--- src/design/bpm_pkg.sv ---
// Package for the block permission map: payload types, function codes and
// the command/status structs shared by the controller and the datapath.
// No dependencies.
`timescale 1ns / 1ps
`default_nettype none

package bpm_pkg;

    localparam int FUNC_W    = 2;
    localparam int ADDR_W    = 16;
    localparam int LEN_W     = 16;
    localparam int PERM_W    = 4;
    localparam int COUNT_W   = 13;

    localparam logic [FUNC_W-1:0] FUNC_CLEAR  = 2'd0;
    localparam logic [FUNC_W-1:0] FUNC_SET    = 2'd1;
    localparam logic [FUNC_W-1:0] FUNC_CHANGE = 2'd2;

    typedef struct packed {
        logic [FUNC_W-1:0] func;
        logic [ADDR_W-1:0] base_addr;
        logic [LEN_W-1:0]  length_bytes;
        logic [PERM_W-1:0] cmp_mask;
        logic [PERM_W-1:0] check_value;
        logic [PERM_W-1:0] new_perms;
    } t_in_item;

    typedef struct packed {
        logic [COUNT_W-1:0] blocks_changed;
        logic               rejected;
    } t_out_item;

    // controller -> datapath
    typedef struct packed {
        logic load;      // capture the input transaction
        logic we;        // write the record at the current block
        logic free_data; // write the free value instead of new_perms
        logic step;      // advance the current block, read ahead
        logic cnt_inc;   // count the record just written
        logic out_load;  // move the result into the output register
    } t_dp_cmd;

    // datapath -> controller
    typedef struct packed {
        logic [FUNC_W-1:0] in_func;
        logic              in_set_bad;
        logic              in_range;
        logic              left_zero;
        logic              last;
        logic              match;
    } t_dp_sts;

endpackage

`default_nettype wire

--- src/design/bpm_ctrl.sv ---
// Controller of the block permission map: sequences clearing, set and change
// walks and owns both handshakes. Depends on bpm_pkg.
`timescale 1ns / 1ps
`default_nettype none

module bpm_ctrl
    import bpm_pkg::*;
(
    input  wire logic    i_clk,
    input  wire logic    i_rst_n,
    input  wire logic    i_in_valid,
    output logic         o_in_ready,
    output logic         o_out_valid,
    input  wire logic    i_out_ready,
    input  wire t_dp_sts i_sts,
    output t_dp_cmd      o_cmd
);

    localparam logic [2:0] S_INIT   = 3'd0;
    localparam logic [2:0] S_IDLE   = 3'd1;
    localparam logic [2:0] S_CLEAR  = 3'd2;
    localparam logic [2:0] S_SET    = 3'd3;
    localparam logic [2:0] S_CHG_RD = 3'd4;
    localparam logic [2:0] S_CHG    = 3'd5;
    localparam logic [2:0] S_FIN    = 3'd6;

    logic [2:0] r_state;
    logic [2:0] n_state;
    logic       r_out_valid;
    logic       n_out_valid;

    always_comb begin
        n_state     = r_state;
        n_out_valid = r_out_valid;
        o_cmd       = '0;
        o_in_ready  = 1'b0;

        if (r_out_valid && i_out_ready) begin
            n_out_valid = 1'b0;
        end

        case (r_state)
            S_INIT: begin
                o_cmd.we        = 1'b1;
                o_cmd.free_data = 1'b1;
                o_cmd.step      = 1'b1;
                if (i_sts.last) begin
                    n_state = S_IDLE;
                end
            end
            S_IDLE: begin
                o_in_ready = 1'b1;
                if (i_in_valid) begin
                    o_cmd.load = 1'b1;
                    case (i_sts.in_func)
                        FUNC_CLEAR:  n_state = S_CLEAR;
                        FUNC_SET:    n_state = i_sts.in_set_bad ? S_FIN : S_SET;
                        FUNC_CHANGE: n_state = S_CHG_RD;
                        default:     n_state = S_FIN;
                    endcase
                end
            end
            S_CLEAR: begin
                o_cmd.we        = 1'b1;
                o_cmd.free_data = 1'b1;
                o_cmd.step      = 1'b1;
                if (i_sts.last) begin
                    n_state = S_FIN;
                end
            end
            S_SET: begin
                if (!i_sts.left_zero && i_sts.in_range) begin
                    o_cmd.we      = 1'b1;
                    o_cmd.step    = 1'b1;
                    o_cmd.cnt_inc = 1'b1;
                end else begin
                    n_state = S_FIN;
                end
            end
            S_CHG_RD: begin
                // read of the start block is issued this cycle
                n_state = i_sts.in_range ? S_CHG : S_FIN;
            end
            S_CHG: begin
                if (i_sts.match) begin
                    o_cmd.we      = 1'b1;
                    o_cmd.step    = 1'b1;
                    o_cmd.cnt_inc = 1'b1;
                    if (i_sts.last) begin
                        n_state = S_FIN;
                    end
                end else begin
                    n_state = S_FIN;
                end
            end
            S_FIN: begin
                if (!r_out_valid || i_out_ready) begin
                    o_cmd.out_load = 1'b1;
                    n_out_valid    = 1'b1;
                    n_state        = S_IDLE;
                end
            end
            default: begin
                n_state = S_IDLE;
            end
        endcase
    end

    always_ff @(posedge i_clk) begin
        if (!i_rst_n) begin
            r_state     <= S_INIT;
            r_out_valid <= 1'b0;
        end else begin
            r_state     <= n_state;
            r_out_valid <= n_out_valid;
        end
    end

    assign o_out_valid = r_out_valid;

endmodule

`default_nettype wire

--- config.mk ---
export PLATFORM = sky130hd
export DESIGN_NAME = bpm_ctrl
export DESIGN_NICKNAME = d
export VERILOG_FILES = /design/src/design/bpm_pkg.sv /design/src/design/bpm_ctrl.sv
export SDC_FILE = /design/constraint.sdc
export NUM_CORES = 1
export LEC_CHECK = 0
export BUFFER_PORTS_ARGS = -buffer_cell sky130_fd_sc_hd__buf_2
export CAP_MARGIN = 25
export CORE_AREA = 5 5 42 44
export DETAILED_ROUTE_END_ITERATION = 8
export DIE_AREA = 0 0 47 49
export RECOVER_POWER = 100
export SLEW_MARGIN = 40
export SYNTH_ARGS = -nofsm -noshare
export SYNTH_HDL_FRONTEND = slang
export SYNTH_SLANG_ARGS = --single-unit
--- constraint.sdc ---
create_clock -name i_clk -period 2.9 [get_ports i_clk]
set_input_delay 0.58 -clock i_clk [delete_from_list [all_inputs] [get_ports i_clk]]
set_output_delay 0.58 -clock i_clk [all_outputs]
set_load 0.05 [all_outputs]
==> impl_results.md <==
- Outcome: finished, final reports clean
- Fin. Hold Viols: 0
- Worst Path Max Fanout: 11
- #FFs+latches synth: 4
- Power density cells: slightly below 800 nW/um^2
- I/O pin cnt: 19
- Post-route insts no fill: 86
- Slew @ Worst Pin: about 0.6 ns
- Diode count: 0
- Final WL: 999 um
- Total power: 0.3760 mW
- Max frequency: 0.3942 GHz
- Min cycle time layout: around 2.5 ns
- Global-route wire length before repair: 1662 um
- Top post-synthesis cells by count: 5 x nor2_1, 4 x dfxtp_1, 4 x inv_1, 4 x nand2_1
- Critical path class: reg2out
- Die area: 2303 um^2
- Area Overhead vs Synth: 23.95%
- Vias: 436
- Antenna Nets Post-Route: 0
- Hold crit path type: reg2reg
- Row Count: 14
- Worst slack at placement: just under 0.7 ns
- Async set or reset register ratio after synthesis: 0%
- Mapped cell area: just under 400 um^2
- Worst hold stages: 3
- Yosys warns: 0
- Worst vdd ir: 0.0002726 V
- Die X: 47 um
- Final-stage net count: 85
- DRC: 0
- Setup ws final: 0.3632 ns
- Rel. slew slack: 60.24%
- Initial antenna violation count: 0
- Clk slew on worst S/H paths: 0.04 ns
- Sink Count: 4
- Fin area: 479.2 um^2
- Via density: 5.070
- Most common cell in the netlist: nor2_1
- Worst Path Arrival: 1.96 ns
- Yosys top cell by area: dfxtp_1
- Largest buffer count on any clock path: 2
- Largest net degree at the start of global routing: 13
- Setup TNS after final layout: 0 ns
- PostCTS Resize Cnt: 0
- Wire per inst: 11.62 um
- Post-synthesis cell type count: 29
- Share of Yosys cell area claimed by the top area cell type: 20.71%
- Layout cells sized above 1: 25.71%
- CTS Buf Count: 3
- Synth top area cells: dfxtp_1 21%, ha_1 6.5%, nor2_1 4.9%, a21oi_1 3.9%, nor3_1 3.9%
- Dpl cells: 83
- Post-Syn Nets: 66
- Sequential share of the synthesized area: between 20% and 30%
- Slew Limit Fails: 0
- Top FF cell, synth: dfxtp_1
- Vias in the first global route: 418
- CTS tree: yes
- Gr usage total: 9.577%
- CORE AREA: 1401 um^2
- Postcts setup bufs: 0
- Buffers added on ports: 18
- Routability Congestion: approximately 0.84
- Cell count after synthesis: 53
- Skew final: 0.004987 ns
- Critical path data required time: 2.32 ns
- Clk root buf: clkbuf_4
- Post-DP HPWL: between 800 and 900 um
- Crit share post-route: 87.47%
- Initial core utilization: 27.59%
- CTS hold repair buffers: 0
- Max_cap viols: 0
- Setup violations, final: 0
- Clk_lat worst skew: between 0.2 and 0.25 ns
- RSZ-0062 raised after global routing: no
- Critical Path End Type: output pin
- H-tree level count: 1
- Violation count after the first detailed-routing iteration: 4
- Area post-placement: 467.9 um^2
- Post-synth EDFFs: 0
- Syn_area_per_cell: 7.295 um^2
- Die span in y: roughly 49 um
- R2R depth: 4
- CP Launch Type: flip-flop
- Pleak: 0.2107 nW
- DRT Pass-1 Iters: 2
- GRT overflow: 0
==> per-stage QoR <==
step | utilization [%] | hold slack, ns
floorplan | - | 0.5887
global placement | 33.39 | 0.6193
detailed placement | 33.39 | 0.6192
CTS | 35.00 | 0.6247
global route | 34.20 | 0.6383
finish | 34.20 | 0.6219
==> cell families (layout without fill, tap and decap cells) <==
| group | Yosys count | in the layout | share of synthesized area, % |
|---|---|---|---|
| simple gates | 25 | 25 | 37.54 |
| compound gates | 13 | 13 | 22.98 |
| fa+ha+maj | 2 | 2 | 6.471 |
| flops | 4 | 4 | 20.71 |
| buf+inv | 9 | 26 | 12.30 |
==> cell usage in the layout (no fill, tap or decap), drive strengths merged, types with 2 or more instances in the layout <==
| master | count |
|---|---|
| inv | 5 |
| o21ai | 3 |
| ha | 2 |
| nand4 | 2 |
| clkbuf | 10 |
| nor2b | 2 |
| and3b | 2 |
| buf | 11 |
| nand3 | 2 |
| a21oi | 3 |
| dfxtp | 4 |
| nand2 | 4 |
| nor2 | 5 |
| nor3 | 3 |
==> layout make-up <==
type,instances,area (um^2)
timing repair buffer,18,83.83
sequential,4,80.08
fill,161,922.1
clock buffer,3,22.52
multi-input combinational,40,254.0
inverter,5,18.77
tap,16,20.02
==> final timing paths <==
path / start / slack (ns) / endpoint
max: r_state[1] / 0.36 / o_cmd[2]
min: o_out_valid / 0.62 / o_out_valid
max reg2reg: r_state[1] / 1.14 / r_state[0]
min reg2reg: o_out_valid / 0.62 / o_out_valid
==> layer usage <==
layer	up-vias	share of wire, %	GRT usage [%]
li1	228	-	-
met1	195	43	11.87
met2	11	49	14.48
met3	2	6.4	2.214
met4	0	1.7	5.530
met5	-	0	0
==> sequential cells by signal, indices dropped and copies added, names as in the netlist <==
| name | cells |
|---|---|
| r_state | 3 |
| o_out_valid | 1 |
==> where the power goes <==
part           internal [mW]  switching, mW
sequential            0.0639         0.0257
clock                 0.0461         0.0205
combinational         0.0601          0.160
total                  0.170          0.206
==> worst max-delay path: stages, from the launching register on <==
cell and delay, ns:
dfxtp_1 0.51, inv_1 0.13, or4_1 0.61, nand2_1 0.11, or2_2 0.11, clkbuf_2 0.26
No activity file was read; power rests on OpenSTA's default activity.
